--- src/sv/bgua_pkg.sv ---
// shared constants, types and codes of the bilinear grid upscale accumulate unit
`default_nettype none
package bgua_pkg;

  localparam int GRID_W     = 48;
  localparam int GRID_H     = 36;
  localparam int GRID_WORDS = GRID_W * GRID_H * 3;
  localparam int ROW_WORDS  = GRID_W * 3;
  localparam int ADDR_W     = $clog2(GRID_WORDS);
  localparam int XI_W       = $clog2(GRID_W);
  localparam int YI_W       = $clog2(GRID_H);

  localparam int COLOR_W = 16;
  localparam int FRAC_W  = 12;
  localparam int STEP_W  = 24;
  localparam int COORD_W = 12;
  localparam int SIZE_W  = 12;
  localparam int GIDX_W  = 13;
  // (2*p+1) * step, full width
  localparam int POS_W     = COORD_W + 1 + STEP_W;
  // integer cell part of the position after the halving shift
  localparam int CELLPOS_W = POS_W - 17;

  localparam int IN_DATA_W  = 104;
  localparam int OUT_DATA_W = 3 * COLOR_W;

  localparam int FIFO_DEPTH = 8;
  localparam int FIFO_PTR_W = $clog2(FIFO_DEPTH);
  localparam int FIFO_CNT_W = $clog2(FIFO_DEPTH + 1);
  localparam int DIV_CNT_W  = $clog2(STEP_W + 1);

  localparam int RST_OUT_WIDTH  = 640;
  localparam int RST_OUT_HEIGHT = 480;
  localparam logic [STEP_W-1:0] DIVIDEND_H = STEP_W'((GRID_W - 1) << 16);
  localparam logic [STEP_W-1:0] DIVIDEND_V = STEP_W'((GRID_H - 1) << 16);
  localparam logic [STEP_W-1:0] RST_STEP_H = STEP_W'(((GRID_W - 1) << 16) / RST_OUT_WIDTH);
  localparam logic [STEP_W-1:0] RST_STEP_V = STEP_W'(((GRID_H - 1) << 16) / RST_OUT_HEIGHT);

  // configuration register indexes
  localparam logic REG_OUT_WIDTH  = 1'b0;
  localparam logic REG_OUT_HEIGHT = 1'b1;

  // request kinds
  localparam logic FUNC_LOAD  = 1'b0;
  localparam logic FUNC_PIXEL = 1'b1;

  // red in the lowest bits
  typedef struct packed {
    logic [COLOR_W-1:0] blue;
    logic [COLOR_W-1:0] green;
    logic [COLOR_W-1:0] red;
  } rgb_t;

  typedef struct packed {
    logic [STEP_W-1:0] horiz;
    logic [STEP_W-1:0] vert;
    logic              busy;
  } step_status_t;

endpackage
`default_nettype wire

--- src/sv/bgua_step_div.sv ---
// size register writes and the bit serial divider that derives the grid steps
`default_nettype none
module bgua_step_div (
  input  wire logic                      clk,
  input  wire logic                      rst,
  input  wire logic                      cfg_valid,
  output logic                           cfg_ready,
  input  wire logic                      cfg_index,
  input  wire logic [bgua_pkg::SIZE_W-1:0] cfg_data,
  output bgua_pkg::step_status_t         status
);
  import bgua_pkg::*;

  logic                 busy;
  logic                 target;
  logic [SIZE_W-1:0]    divisor;
  logic [SIZE_W-1:0]    rem;
  logic [STEP_W-1:0]    quot;
  logic [DIV_CNT_W-1:0] count;
  logic [STEP_W-1:0]    step_h;
  logic [STEP_W-1:0]    step_v;

  logic [SIZE_W:0]      trial;
  logic [SIZE_W:0]      diff;
  logic                 qbit;
  logic [SIZE_W-1:0]    rem_next;
  logic [STEP_W-1:0]    quot_next;
  logic                 start;

  assign cfg_ready = !busy;
  assign start     = cfg_valid && !busy;

  // restoring division, one quotient bit per cycle
  always_comb begin
    trial     = {rem, quot[STEP_W-1]};
    diff      = trial - {1'b0, divisor};
    qbit      = (trial >= {1'b0, divisor});
    rem_next  = qbit ? diff[SIZE_W-1:0] : trial[SIZE_W-1:0];
    quot_next = {quot[STEP_W-2:0], qbit};
  end

  always_ff @(posedge clk) begin
    if (rst) begin
      busy   <= 1'b0;
      step_h <= RST_STEP_H;
      step_v <= RST_STEP_V;
    end else if (start) begin
      busy <= 1'b1;
    end else if (busy && count == DIV_CNT_W'(1)) begin
      busy <= 1'b0;
      unique case (target)
        REG_OUT_WIDTH:  step_h <= quot_next;
        REG_OUT_HEIGHT: step_v <= quot_next;
        default:        step_h <= quot_next;
      endcase
    end
  end

  always_ff @(posedge clk) begin
    if (start) begin
      target  <= cfg_index;
      // a zero size divides as one
      divisor <= (cfg_data == '0) ? SIZE_W'(1) : cfg_data;
      rem     <= '0;
      quot    <= (cfg_index == REG_OUT_WIDTH) ? DIVIDEND_H : DIVIDEND_V;
      count   <= DIV_CNT_W'(STEP_W);
    end else if (busy) begin
      rem   <= rem_next;
      quot  <= quot_next;
      count <= count - DIV_CNT_W'(1);
    end
  end

  assign status.horiz = step_h;
  assign status.vert  = step_v;
  assign status.busy  = busy;

endmodule
`default_nettype wire

--- config.mk ---
export PLATFORM = sky130hd
export DESIGN_NAME = bgua_step_div
export DESIGN_NICKNAME = d
export VERILOG_FILES = /design/src/sv/bgua_pkg.sv /design/src/sv/bgua_step_div.sv
export SDC_FILE = /design/constraint.sdc
export NUM_CORES = 1
export LEC_CHECK = 0
export BUFFER_PORTS_ARGS = -buffer_cell sky130_fd_sc_hd__buf_2
export CAP_MARGIN = 20
export CORE_MARGIN = 2
export CORE_UTILIZATION = 45
export CTS_BUF_LIST = sky130_fd_sc_hd__clkbuf_8
export DETAILED_ROUTE_END_ITERATION = 10
export PLACE_DENSITY = 0.69
export SYNTH_ARGS = -nofsm -noshare
export SYNTH_HDL_FRONTEND = slang
export SYNTH_SLANG_ARGS = --single-unit
--- constraint.sdc ---
create_clock -name clk -period 3.7 [get_ports clk]
set_input_delay 0.74 -clock clk [delete_from_list [all_inputs] [get_ports clk]]
set_output_delay 0.74 -clock clk [all_outputs]
set_load 0.005 [all_outputs]
After elaboration in Yosys (flattened, before gate mapping)
Cells that the tools add are included.

storage, ports and cells
  output and inout bits = 50
  input bits = 16
  flip-flop bits (word level) = 103
  logic and storage cells = 28

operators by class
  bitwise logic cells = 2
  magnitude comparators = 1
  equality and inequality tests = 1
  muxes and demuxes = 6
  add/subtract/negate cells = 2
  reductions and logical operators = 8

operators by type and width
  operator                                                               count
  24-bit 2-to-1 mux                                                      2
  20-bit 2-to-1 mux                                                      1
  13-bit by 12-bit >= comparator with 1-bit output                       1
  12-bit zero test                                                       1
  12-bit 2-to-1 mux                                                      1
  12-bit subtractor                                                      1
  3-bit AND reduction                                                    2
  5-bit by 1-bit equality test with 1-bit output, second input constant  1
  5-bit by 1-bit subtractor with 5-bit output, second input constant     1
  2-bit nonzero test                                                     2
  1-bit logical AND                                                      2
  1-bit 2-to-1 mux                                                       2
  1-bit NOT                                                              2
  1-bit zero test                                                        1

Longest topological paths before layout
  depth in word-level cells = 4
  mapped depth = 10

Least setup slack after synthesis
Ideal clock, no wire load.

  path type = register to register
  start point = reg divisor[4]
  end point = reg quot[0] (data pin)
  buffers on the path = 2
  setup slack = 1690 ps
  setup time = 255 ps
  cell stages (with the launch flop) = 10
  data arrival time = 1755 ps
  required time = 3445 ps
  cell sequence = edfxtp_1 -> inv_1 -> ha_1 -> buf_6 -> a21oi_4 -> inv_2 -> o31ai_2 -> a31oi_4 -> buf_8 -> and2_1

on the way
  longest elaborated chain between the ends = 3

ends and longest elaborated chain
  element                                           line                 RTL
  from (decl)                                       bgua_step_div.sv:16  logic [SIZE_W-1:0] divisor;
  from (signal assigned)                            bgua_step_div.sv:63  divisor <= (cfg_data == '0) ? SIZE_W'(1) : cfg_data;
  13-bit by 12-bit >= comparator with 1-bit output  bgua_step_div.sv:37  qbit = (trial >= {1'b0, divisor});
  24-bit 2-to-1 mux                                 bgua_step_div.sv:67  end else if (busy) begin
  24-bit 2-to-1 mux                                 bgua_step_div.sv:60  if (start) begin
  to (signal assigned)                              bgua_step_div.sv:65  quot <= (cfg_index == REG_OUT_WIDTH) ? DIVIDEND_H : DIVIDEND_V;
  to (signal assigned)                              bgua_step_div.sv:69  quot <= quot_next;
  to (decl)                                         bgua_step_div.sv:18  logic [STEP_W-1:0] quot;

No other way between the ends. The select of a mux whose other input is x is not followed.
A chain may end at the register's enable or synchronous reset.

Final worst setup path
  start point = reg busy
  end point = out cfg_ready

on the way
  longest elaborated chain between the ends = 1

ends and longest elaborated chain
  element                 line                 RTL
  from (decl)             bgua_step_div.sv:14  logic busy;
  from (signal assigned)  bgua_step_div.sv:44  busy <= 1'b0;
  from (signal assigned)  bgua_step_div.sv:48  busy <= 1'b1;
  from (signal assigned)  bgua_step_div.sv:50  busy <= 1'b0;
  1-bit zero test         bgua_step_div.sv:30  assign cfg_ready = !busy;
  to (decl)               bgua_step_div.sv:7   output logic cfg_ready,

No other way between the ends.

==> impl_metrics.tcl <==
set metrics [dict create \
    finalClockSkew_ns 0.0188 \
    nets 548 \
    grtUsageTotal_pct 17.5 \
    setup_viol 0 \
    relSlewSlack_pct 34.5 \
    critPathMaxStageDelay_ns 0.66 \
    end_kind "output pin" \
    grt_pass1_vias 3256 \
    crit_slowest_cell "dfxtp_1" \
    final_cell_mix "nand2_1 (113), dfxtp_1 (66), buf_2 (65)" \
    drt_drc_violations_left 0 \
    syn_area_um2 4480 \
    clkLatencyLatePin_ns 0.36 \
    netlist-cell-type-count 48 \
    finalSetupTns_ns 0 \
    vias 3363 \
    ios 66 \
    rows 36 \
    yosysTopAreaCell "dfxtp_1" \
    diodes 0 \
    netlist_instances 472 \
    core_um2 9730 \
    crit_fanout 16 \
    drt-initial-drc-count 202 \
    arrival_ns 1.56 \
    drive_gt1_share_pct 18.8 \
    ctsResizeCount 0 \
    antenna_found_initial 0 \
    peakVddDrop_v 0.000219 \
    final_common_cell "nand2_1" \
    ys_ff_latch 103 \
    drt_first_pass_iters 5 \
    synth.area.top_cells "dfxtp_1 (29%), edfxtp_1 (25%), nand2_1 (9.5%)" \
    fin_util_pct 51.8 \
    vias_per_cell 5.13 \
    cts_root_buffer "clkbuf_8" \
    hp-class "reg -> reg" \
    fin_crit_sh_pct 62.1 \
    fin_crit_ns 2.30 \
    start_kind "flip-flop" \
    cts_tree "done" \
    start_util_pct 46.1 \
    leakagePower_nw 2.02 \
    cp_cell_sequence "inv_1 > buf_2" \
    die_area_um2 10800 \
    dp_hpwl_mm 6.31 \
    fillers 923 \
    hold_viol 0 \
    die_h_um 104 \
    clock-sinks 103 \
    clk_pin_slew_ns 0.10 \
    htree_levels 3 \
    synth_top_area_share_pct 29.5 \
    syn-num-nets 503 \
    cts_hold_buf 0 \
    grt_max_degree 50 \
    overflow 0 \
    yosysWarnings 0 \
    portBuffers 65 \
    status "finished clean" \
    r2r_cells 8 \
    critPathKind "reg -> out" \
    ys_seq_area_share_pct 54.2 \
    worstMarginPinSlew_ns 0.981 \
    area_growth_pct 12.3 \
    post_drt_wl_per_cell_um 14.3 \
    grt_pass1_wl_mm 15.5 \
    cap_violations 0 \
    syn_avg_cell_area_um2 9.50 \
    place_congestion 0.820 \
    required_ns 2.96 \
    pwr_density_cell_nw_per_um2 427 \
    holdPathStages 2 \
    max_freq_mhz 435 \
    wl_mm 9.34 \
    die_w_um 104 \
    rsz0062_at_grt "false" \
    cts_setup_buffers 0 \
    cts_buffers 9 \
    clk_path_buf_depth 2 \
    ant_nets 0 \
    report.final.slew_viol_count 0 \
]
final cells by class:
| type | instances | area [µm²] | share of cell area, % |
|---|---|---|---|
| Clock buffer | 9 | 124 | 2.46 |
| Clock inverter | 7 | 52.6 | 1.04 |
| Inverter | 20 | 75.1 | 1.49 |
| Multi-Input combinational cell | 315 | 1830 | 36.2 |
| Sequential cell | 103 | 2430 | 48.3 |
| Tap cell | 133 | 166 | 3.30 |
| Timing Repair Buffer | 68 | 360 | 7.16 |
critical path, delay by kind of cell (launching register included):
kind                   cells  cell delay, ns
flip-flops                 1            0.66
buffers and inverters      2            0.55
cell families (layout without fill, tap and decap cells):
group | after synthesis | after routing | share of synthesized area (%)
fa+ha+maj | 15 | 15 | 4.35
compound gates | 88 | 88 | 12.4
simple gates | 192 | 192 | 19.7
buf+inv | 54 | 104 | 5.16
flops | 103 | 103 | 54.2
mux | 9 | 9 | 2.01
xor+xnor | 11 | 11 | 2.15
metrics by stage:
stage	instance area, µm²	total power, mW	worst slack (ns)	cells	hold WS [ns]
after floorplan	4480	1.46	1.69	472	0.444
after global placement	4840	1.51	1.36	638	0.441
after detailed placement	4860	1.52	1.46	639	0.444
after CTS	5040	2.17	1.37	655	0.459
after global routing	5040	2.24	1.11	655	0.483
final	5040	2.15	1.40	655	0.459
sequential cells by signal, summed over array words and instances (netlist names):
name / flops
divisor: 12
rem: 12
quot: 24
step_h: 24
busy: 1
count: 5
target: 1
step_v: 24
power by group:
part           internal (mW)  switching [mW]
Sequential              1.24          0.0531
Clock                  0.253           0.397
Combinational         0.0879           0.118
Total                   1.58           0.568
final timing paths:
check	from	end	slack [ns]
worst max-delay path	busy	cfg_ready	1.40
worst min-delay path	step_v[6]	step_v[6]	0.46
worst max register to register	divisor[4]	rem[1]	1.42
worst min register to register	step_v[6]	step_v[6]	0.46
synth_stat cells (all sizes together):
master	count
o2bb2a	3
or3	2
fa	1
edfxtp	37
o2111ai	1
clkbuf	26
and2	4
o31ai	2
mux2i	9
a41oi	1
nor3	12
a22o	2
o311ai	1
inv	20
nand3	5
nor2	14
nand2	115
o21a	2
a21oi	49
ha	14
o211ai	2
or2	4
nor4	2
a311oi	1
buf	8
dfxtp	66
a21o	1
o32ai	1
a211oi	1
o22ai	2
a31oi	3
nor2b	19
xnor2	7
a31o	1
xor2	4
and4	2
nand3b	13
o21ai	15
layer usage:
layer  share of wire [%]  up-vias  GRT usage (%)
met5                   0        -              0
met4                0.29        0           5.89
met3                 5.6        2           3.59
met2                  46       73           26.9
met1                  48     1603           24.8
li1                    -     1685              -
Note: power is estimated with default switching activity, not from simulation.
