[src/sv/bgua_pkg.sv]
// shared constants, types and codes of the bilinear grid upscale accumulate unit
`default_nettype none
package bgua_pkg;

  localparam int GRID_W     = 48;
  localparam int GRID_H     = 36;
  localparam int GRID_WORDS = GRID_W * GRID_H * 3;
  localparam int ROW_WORDS  = GRID_W * 3;
  localparam int ADDR_W     = $clog2(GRID_WORDS);
  localparam int XI_W       = $clog2(GRID_W);
  localparam int YI_W       = $clog2(GRID_H);

  localparam int COLOR_W = 16;
  localparam int FRAC_W  = 12;
  localparam int STEP_W  = 24;
  localparam int COORD_W = 12;
  localparam int SIZE_W  = 12;
  localparam int GIDX_W  = 13;
  // (2*p+1) * step, full width
  localparam int POS_W     = COORD_W + 1 + STEP_W;
  // integer cell part of the position after the halving shift
  localparam int CELLPOS_W = POS_W - 17;

  localparam int IN_DATA_W  = 104;
  localparam int OUT_DATA_W = 3 * COLOR_W;

  localparam int FIFO_DEPTH = 8;
  localparam int FIFO_PTR_W = $clog2(FIFO_DEPTH);
  localparam int FIFO_CNT_W = $clog2(FIFO_DEPTH + 1);
  localparam int DIV_CNT_W  = $clog2(STEP_W + 1);

  localparam int RST_OUT_WIDTH  = 640;
  localparam int RST_OUT_HEIGHT = 480;
  localparam logic [STEP_W-1:0] DIVIDEND_H = STEP_W'((GRID_W - 1) << 16);
  localparam logic [STEP_W-1:0] DIVIDEND_V = STEP_W'((GRID_H - 1) << 16);
  localparam logic [STEP_W-1:0] RST_STEP_H = STEP_W'(((GRID_W - 1) << 16) / RST_OUT_WIDTH);
  localparam logic [STEP_W-1:0] RST_STEP_V = STEP_W'(((GRID_H - 1) << 16) / RST_OUT_HEIGHT);

  // configuration register indexes
  localparam logic REG_OUT_WIDTH  = 1'b0;
  localparam logic REG_OUT_HEIGHT = 1'b1;

  // request kinds
  localparam logic FUNC_LOAD  = 1'b0;
  localparam logic FUNC_PIXEL = 1'b1;

  // red in the lowest bits
  typedef struct packed {
    logic [COLOR_W-1:0] blue;
    logic [COLOR_W-1:0] green;
    logic [COLOR_W-1:0] red;
  } rgb_t;

  typedef struct packed {
    logic [STEP_W-1:0] horiz;
    logic [STEP_W-1:0] vert;
    logic              busy;
  } step_status_t;

endpackage
`default_nettype wire

[src/sv/bgua_fifo.sv]
// result queue between the pipeline and the output stream
`default_nettype none
module bgua_fifo (
  input  wire logic     clk,
  input  wire logic     rst,
  input  wire logic     push,
  input  bgua_pkg::rgb_t push_data,
  input  wire logic     pop,
  output logic          valid,
  output bgua_pkg::rgb_t data
);
  import bgua_pkg::*;

  rgb_t                  mem [FIFO_DEPTH];
  logic [FIFO_PTR_W-1:0] wr_ptr;
  logic [FIFO_PTR_W-1:0] rd_ptr;
  logic [FIFO_CNT_W-1:0] count;

  // pushes never meet a full queue: the input side holds back by credit
  always_ff @(posedge clk) begin
    if (rst) begin
      wr_ptr <= '0;
      rd_ptr <= '0;
      count  <= '0;
    end else begin
      if (push) begin
        wr_ptr <= wr_ptr + FIFO_PTR_W'(1);
      end
      if (pop) begin
        rd_ptr <= rd_ptr + FIFO_PTR_W'(1);
      end
      unique case ({push, pop})
        2'b10:   count <= count + FIFO_CNT_W'(1);
        2'b01:   count <= count - FIFO_CNT_W'(1);
        default: count <= count;
      endcase
    end
  end

  always_ff @(posedge clk) begin
    if (push) begin
      mem[wr_ptr] <= push_data;
    end
  end

  assign valid = (count != '0);
  assign data  = mem[rd_ptr];

endmodule
`default_nettype wire

[config.mk]
export PLATFORM = sky130hd
export DESIGN_NAME = bgua_fifo
export DESIGN_NICKNAME = d
export VERILOG_FILES = /design/src/sv/bgua_pkg.sv /design/src/sv/bgua_fifo.sv
export SDC_FILE = /design/constraint.sdc
export NUM_CORES = 1
export LEC_CHECK = 0
export ABC_AREA = 1
export BUFFER_PORTS_ARGS = -buffer_cell sky130_fd_sc_hd__buf_2
export CAP_MARGIN = 25
export CORE_ASPECT_RATIO = 2
export CORE_UTILIZATION = 53
export CTS_BUF_LIST = sky130_fd_sc_hd__clkbuf_2 sky130_fd_sc_hd__clkbuf_4 sky130_fd_sc_hd__clkbuf_8
export CTS_CLUSTER_DIAMETER = 60
export DETAILED_ROUTE_END_ITERATION = 10
export PLACE_DENSITY = 0.76
export SYNTH_ARGS = -nofsm -noshare
export SYNTH_HDL_FRONTEND = slang
export SYNTH_SLANG_ARGS = --single-unit
[constraint.sdc]
create_clock -name clk -period 7.5 [get_ports clk]
set_input_delay 1.5 -clock clk [delete_from_list [all_inputs] [get_ports clk]]
set_output_delay 1.5 -clock clk [all_outputs]
set_load 0.01 [all_outputs]
### After elaboration in Yosys (flattened, before gate mapping)

Memories as Yosys holds them, arrays and structs flattened. A register that Yosys moved wholly into a read port is not among the register bits.
Index checks and enable logic that the tools add are counted.
Widths: inputs -> output; s select.

| word-level totals | value |
|---|---|
| memories kept | 1 |
| register bits after elaboration | 10 |
| bits in writable memories | 384 |
| output and inout bits | 49 |

| operators by class | value |
|---|---|
| equal/unequal tests | 2 |
| reduce and logical (&&, ||, !) cells | 2 |
| $add $sub $neg | 4 |
| mux-type cells | 5 |

Memory list:

| name | words | bits a word | rd ports | clocked after Yosys merged registers in | write ports | line | source |
|---|---|---|---|---|---|---|---|
| mem | 8 | 48 | 1 | 1 | 1 | bgua_fifo.sv:14 | `rgb_t mem [FIFO_DEPTH];` |

Operators with widths:

| cell | count |
|---|---|
| $pmux 4 s2 | 1 |
| $add 3x1->3 const B | 2 |
| $mux 3 | 2 |
| $add 4x1->4 const B | 1 |
| $reduce_bool 4->1 | 1 |
| $sub 4x1->4 const B | 1 |
| $eq 2x1->1 const B | 1 |
| $eq 2x2->1 const B | 1 |
| $mux 1 | 2 |
| $reduce_bool 2->1 | 1 |

### Depth between registers and ports, before layout

Gate-level depths: netlist of run 1.

| depth | value |
|---|---|
| depth in word-level cells | 3 |
| depth in mapped cells | 11 |
| depth with buffers taken out | 11 |

### Worst setup path after synthesis of run 1

Ideal clock, no wire load.

| timing | value |
|---|---|
| path type | in2reg |
| from | input push |
| to | memory mem[0][0] in the netlist's numbering, enable pin |
| arrival time | 3,917 ps |
| setup time | 454 ps |
| cell stages on the path | 3 |
| buffers on the path | 0 |
| slack | 3,130 ps |
| cells stage by stage | inv_1 -> or2_2 -> nor2_1 |

| between the ends | value |
|---|---|
| word-level cells in the longest chain between the ends | 2 |

Ends and longest elaborated chain:

| item | line | source |
|---|---|---|
| start: declaration | bgua_fifo.sv:6 | `input wire logic push,` |
| $mux 1 | bgua_fifo.sv:41 | `if (push) begin` |
| $mux 1 (implied by the code) | bgua_fifo.sv:42 | `mem[wr_ptr] <= push_data;` |
| end: declaration | bgua_fifo.sv:14 |  |

No other way between the ends.

==> results.tsv, run 1 <==
stage	metric	value	unit
setup_path	CP endpoint kind	output pin	
yosys	sequential fraction of the synthesis area	75.7	%
yosys	Synth Instances	1165	
setup_path	Critical Path RT	6.00	ns
yosys	mapped cell area	0.0156	sq mm
pwr	clock network power share	33.9	%
routing	DRT iter0 DRCs	772	
outcome	status	finished, final reports clean	
yosys	Yosys cell types	26	
clock_tree	post-CTS setup buffer count	0	
global_routing	largest net degree at the start of global routing	95	
placement	placed cell count	1572	
timing	Fin. Hold Viols	0	
yosys	ys flop type	edfxtp_1	
yosys	Synth async-reset ratio	0	%
timing	Final Max Slew Viols	0	
yosys	Syn. warnings	0	
die	Die W	123	um
routing	# DRC	0	
routing	Vias/cell	5.66	
clock_tree	CTS sink count	397	
global_routing	vias in the first global route	9246	
yosys	Mapped Avg Cell Area	13.4	sq um
die	row cnt	88	
clock_tree	Worst-Skew Late Latency	0.61	ns
setup_path	crit path kind	reg -> out	
global_routing	antenna violations before repair	5	
setup_path	worst-path fanout max	85	
setup_path	CP arrival	3.42	ns
clock_tree	CTS tree	done	
timing	headroom to the max-slew limit	40.8	%
run	max-cap violation count	0	
die	Die Span Y	244	um
global_routing	Tot GR Track Use	21.7	%
yosys	top cells by area, synth	edfxtp_1, nor2_1, nand2_1	
clock_tree	Num CTS Buffers	49	
routing	DR WL/cell	19.1	um
timing	Setup-failing EPs final	0	
yosys	Post-synth EDFFs	384	
routing	Met2 Wirelength	17300	um
routing	Via Count	9422	
clock_tree	CTS Hold Bufs	0	
routing	ANT nets after route	0	
die	Starting Density	54.0	%
clock_tree	Clock Pin Slew Worst Setup and Hold Paths	0.07	ns
timing	skew final	0.0371	ns
pwr	Switch Pwr	1.06	mW
pwr	Net Sw Frac	23.9	%
placement	Final Wtd Congestion	0.756	
yosys	Syn Nets	1222	
yosys	count leader, synth	edfxtp_1	
timing	Tcrit/Tclk final	65.6	%
placement	hpwl dp	17100	um
pwr	leakage	6.02	nW
finish	share of cells above drive strength 1	16.1	%
die	I/O Pins	101	
global_routing	first-pass GRT wire length	48500	um
finish	Non-Filler Instances	1665	
routing	Top Metal Used	met5	
clock_tree	clk root buf	clkbuf_8	
pwr	worst vdd ir	0.211	mV
timing	fmax	203	MHz
routing	WL final	31900	um
yosys	dominant cell type by area after synthesis	edfxtp_1	
yosys	number of synthesized register bits	397	
yosys	Synth top area share	74.0	%
routing	M1 WL	11900	um
pwr	combinational power share	9.7	%
clock_tree	H-Tree Level Count	2	
finish	nets	1321	
routing	routed wl met3	1700	um
pwr	Seq pwr share	56.4	%
clock_tree	clk buf depth	3	
setup_path	Worst setup SP type	register	
die	Core Area	0.0288	sq mm
pwr	P_int	3.38	mW
clock_tree	Resize count post-CTS	0	
timing	setup TNS	0	ns
routing	First-pass DRT Iterations	7	
timing	worst slew pin tran	0.888	ns
placement	I/O Buffers	100	
timing	minimum clock period	4.92	ns
global_routing	global route overflow	0	
finish	area added between synthesis and finish	11.1	%
yosys	Post-synth top cells	edfxtp_1, nor2_1, nand2_1, o21ai_0, o21ai_1	
pwr	Pwr per Cell Area	257	mW/mm^2
die	die area	0.0301	sq mm
timing	RSZ-0062 raised after global routing	no	
worst_hold_path	Hold Path Class	reg -> reg	
[kinds of logic after synthesis]
kind of cell / synth area share [%]
flops: 75.7
simple gates: 9.16
buf+inv: 2.98
xor+xnor: 0.169
compound gates: 8.53
mux: 3.08
fa+ha+maj: 0.402
[critical path: stages, from the launching register on]
cell	delay (ns)
dfxtp_4	0.61
buf_4	0.28
buf_16	0.34
buf_4	0.69
nor2_1	0.13
nor2_1	0.11
o21ai_0	0.12
o21ai_1	0.15
nand2_1	0.07
nand2_1	0.11
buf_2	0.13
[final timing paths]
path | from | end | slack [ns] | depth (start not counted)
worst max register to register | wr_ptr[0] | mem[2][11] | 5.19 | 3
worst max-delay path | register | data[5] | 2.58 | 10
worst min-delay path | wr_ptr[0] | wr_ptr[0] | 0.50 | 2
worst min register to register | wr_ptr[0] | wr_ptr[0] | 0.50 | 2
[power groups by stage]
stage | clock (mW) | sequential [mW] | combinational [mW]
after floorplan | 0 | 2.55 | 0.295
after global placement | 0 | 2.55 | 0.418
after detailed placement | 0 | 2.56 | 0.432
after CTS | 1.53 | 2.51 | 0.433
after global routing | 1.61 | 2.51 | 0.477
final | 1.51 | 2.51 | 0.431
[stage by stage]
stage	total power, mW	instance area (sq um)	utilization [%]	hold WS, ns	worst slack [ns]
after floorplan	2.84	15600	-	0.470	3.13
after global placement	2.97	16300	56.5	0.470	2.92
after detailed placement	2.99	16300	56.5	0.491	2.86
after CTS	4.47	17300	59.9	0.502	2.23
after global routing	4.60	17300	60.0	0.544	2.33
final	4.45	17300	60.0	0.499	2.58
[cell usage in the layout, fill, tap and decap left out, drive strengths merged, types with 4 or more instances in the layout]
master  count
edfxtp    384
nand3       4
nand2     160
o22ai      48
o21ai     194
dfxtp      13
inv        16
clkbuf     61
a21oi       7
nor2      208
clkinv     23
ha          5
mux2i      48
buf       116
[metal layers]
metal | vias to the layer above | global-route usage [%]
met5 | - | 0
li1 | 4421 | -
met1 | 4639 | 24.7
met4 | 2 | 10.2
met2 | 283 | 38.8
met3 | 77 | 3.59
[sequential cells by signal, summed over array words and instances, names as in the netlist, named ones only]
signal,flops
rd_ptr,3
wr_ptr,3
mem,384
count,4
[cell type report]
type,count,area [sq um]
clock buffers,61,777
clock inverters,28,186
fillers,2242,11500
multi-input cells,684,3380
inverters,16,62.6
well taps,360,450
diodes,3,7.51
flip-flops and latches,397,11800
repair buffers,116,641
(Power assumes the default switching activity.)
==> inputs of run 2 (changes only) <==
--- a/config.mk
+++ b/config.mk
@@ -13,7 +13,7 @@
 export CTS_BUF_LIST = sky130_fd_sc_hd__clkbuf_2 sky130_fd_sc_hd__clkbuf_4 sky130_fd_sc_hd__clkbuf_8
 export CTS_CLUSTER_DIAMETER = 60
 export DETAILED_ROUTE_END_ITERATION = 10
-export PLACE_DENSITY = 0.76
+export PLACE_DENSITY = 0.79
 export SYNTH_ARGS = -nofsm -noshare
 export SYNTH_HDL_FRONTEND = slang
 export SYNTH_SLANG_ARGS = --single-unit
==> constraint.sdc (replaced) <==
create_clock -name clk -period 4.3 [get_ports clk]
set_input_delay 0.86 -clock clk [delete_from_list [all_inputs] [get_ports clk]]
set_output_delay 0.86 -clock clk [all_outputs]
set_load 0.01 [all_outputs]
==> run 2 against run 1 <==
Clock skew down 0.018 ns. First-iteration DRC count is 4.3% lower. Total power rose by 73%. Largest power group unchanged.
==> results.tsv, run 2 (same netlist as run 1, synthesis figures left out) <==
stage	metric	value	unit	change
setup_path	most frequent CP cell	nand2_1		
routing	WL final	32500	um	was 31900 um
die	Core Area	0.0288	sq mm	unchanged
global_routing	first-pass GRT wire length	50700	um	was 48500 um
clock_tree	clk buf depth	3		unchanged
die	row cnt	88		unchanged
finish	most frequent cells in the layout	edfxtp_1, nor2_1, nand2_1		unchanged
finish	Biggest register	mem		unchanged
setup_path	slowest CP cell	buf_12		was buf_4
setup_path	CP endpoint kind	output pin		unchanged
timing	setup slack after layout	0.825	ns	was 2.58 ns
die	I/O Pins	101		unchanged
clock_tree	Worst-Skew Late Latency	0.60	ns	was 0.61 ns
outcome	status	finished, final reports clean		unchanged
finish	filler instances	2192		was 2242
routing	First-pass DRT Iterations	5		was 7
timing	skew final	0.0187	ns	was 0.0371 ns
clock_tree	CTS sink count	397		unchanged
routing	Via Count	9446		was 9422
timing	Setup-failing EPs final	0		unchanged
finish	nets	1324		was 1321
routing	DR WL/cell	19.6	um	was 19.1 um
global_routing	antenna violations before repair	3		was 5
setup_path	crit-path cells	buf_12 > o21ai_0 > o22ai_1 > nand2_1 > nand2_1 > buf_2		was buf_4 > buf_16 > buf_4 > nor2_1 > nor2_1 > o21ai_0 > o21ai_1 > nand2_1 > nand2_1 > buf_2
die	Die Span Y	244	um	unchanged
finish	area added between synthesis and finish	11.4	%	was 11.1%
setup_path	Crit path largest cell delay	0.56	ns	was 0.69 ns
pwr	Tot Pwr	7.69	mW	was 4.45 mW
placement	hpwl dp	18200	um	was 17100 um
timing	setup TNS	0	ns	unchanged
timing	Final Max Slew Viols	0		unchanged
timing	Tcrit/Tclk final	80.8	%	
pwr	worst vdd ir	0.332	mV	was 0.211 mV
global_routing	largest net degree at the start of global routing	193		was 95
clock_tree	clk root buf	clkbuf_8		unchanged
run	max-cap violation count	0		unchanged
setup_path	Critical Path RT	3.44	ns	was 6.00 ns
finish	Util after Layout	60.2	%	was 60.0%
placement	Setup Slack @ Placement	1.46	ns	was 2.86 ns
routing	Vias/cell	5.68		was 5.66
die	die area	0.0301	sq mm	unchanged
timing	headroom to the max-slew limit	30.3	%	was 40.8%
clock_tree	Resize count post-CTS	0		unchanged
finish	max reg flops	384		unchanged
setup_path	CP arrival	2.61	ns	was 3.42 ns
routing	# DRC	0		unchanged
routing	ANT nets after route	0		unchanged
timing	WHS	0.499	ns	about the same
placement	Final Wtd Congestion	0.748		was 0.756
worst_hold_path	Hold Path Class	reg -> reg		unchanged
clock_tree	Clock Pin Slew Worst Setup and Hold Paths	0.06	ns	was 0.07 ns
timing	minimum clock period	3.47	ns	
pwr	Pwr per Cell Area	443	mW/mm^2	was 257 mW/mm^2
setup_path	crit path kind	reg -> out		unchanged
clock_tree	Num CTS Buffers	49		unchanged
placement	I/O Buffers	100		unchanged
routing	DRT iter0 DRCs	739		was 772
setup_path	Worst setup SP type	register		unchanged
timing	worst slew pin tran	1.05	ns	was 0.888 ns
timing	fmax	288	MHz	
die	Die W	123	um	unchanged
finish	Top Registers	mem (384), count (4)		unchanged
setup_path	worst-path fanout max	192		was 85
clock_tree	CTS Hold Bufs	0		unchanged
global_routing	vias in the first global route	9609		was 9246
timing	Fin. Hold Viols	0		unchanged
pwr	leakage	6.03	nW	was 6.02 nW
clock_tree	CTS tree	done		unchanged
global_routing	global route overflow	0		unchanged
clock_tree	H-Tree Level Count	2		unchanged
setup_path	delay-heaviest family, CP	buffers and inverters		unchanged
finish	commonest non-fill, non-tap cell in the layout	edfxtp_1		unchanged
die	Starting Density	54.0	%	unchanged
finish	share of cells above drive strength 1	15.7	%	was 16.1%
setup_path	Worst Path Buf+Inv	2		was 4
timing	RSZ-0062 raised after global routing	no		unchanged
global_routing	Tot GR Track Use	22.5	%	was 21.7%
clock_tree	post-CTS setup buffer count	0		unchanged
==> run 2: cell types whose count changed in the layout (fill, tap and decap cells not counted) <==
| cell | delta |
|---|---|
| bufinv_16 | -1 |
| inv_6 | +1 |
| buf_4 | -3 |
| clkinv_1 | +6 |
| diode_2 | -1 |
| clkinvlp_4 | -2 |
| inv_8 | +1 |
| clkbuf_8 | -1 |
| buf_12 | +7 |
| buf_16 | -1 |
| clkinv_2 | -10 |
| clkbuf_4 | +3 |
==> run 2: power breakdown <==
part	total, mW	switching, mW	internal [mW]	leakage (nW)
sequential	4.38	0.0431	4.33	3.60
clock	2.54	1.28	1.26	0.483
combinational	0.773	0.515	0.259	1.95
total	7.69	1.84	5.85	6.03
==> run 2: final timing paths <==
| kind | start | slack, ns | end | cells after the start |
|---|---|---|---|---|
| min | rd_ptr[1] | 0.50 | register | 2 |
| min reg2reg | rd_ptr[1] | 0.50 | register | 2 |
| max | register | 0.83 | data[42] | 6 |
| max reg2reg | wr_ptr[0] | 2.34 | mem[3][25] | 3 |
==> run 2: layout make-up <==
type	count	area [sq um]	area share (%)
diodes	2	5.00	0.0288
repair buffers	119	731	4.21
inverters	16	62.6	0.361
multi-input cells	684	3380	19.5
well taps	360	450	2.60
flip-flops and latches	397	11800	68.0
clock buffers	63	786	4.53
clock inverters	23	134	0.772
==> run 2: metrics by stage <==
stage / cells / area, sq um
finish: 1664 / 17400
global route: 1664 / 17400
CTS: 1662 / 17300
detailed placement: 1576 / 16400
global placement: 1575 / 16400
floorplan: 1165 / 15600
==> run 2: worst reg2reg max path, delay by kind of cell (launching register included) <==
kind	cells	cell delay, ns
simple gates	2	0.94
buf+inv	1	0.33
flops	1	0.37
==> run 2: routing by layer <==
layer  share of wire (%)  vias to the layer above  global-route usage (%)
met3                 5.2                       77                    3.47
li1                    -                     4420                       -
met4                 3.8                        0                    10.5
met1                  36                     4648                    25.6
met2                  55                      301                    40.4
met5                   0                        -                       0
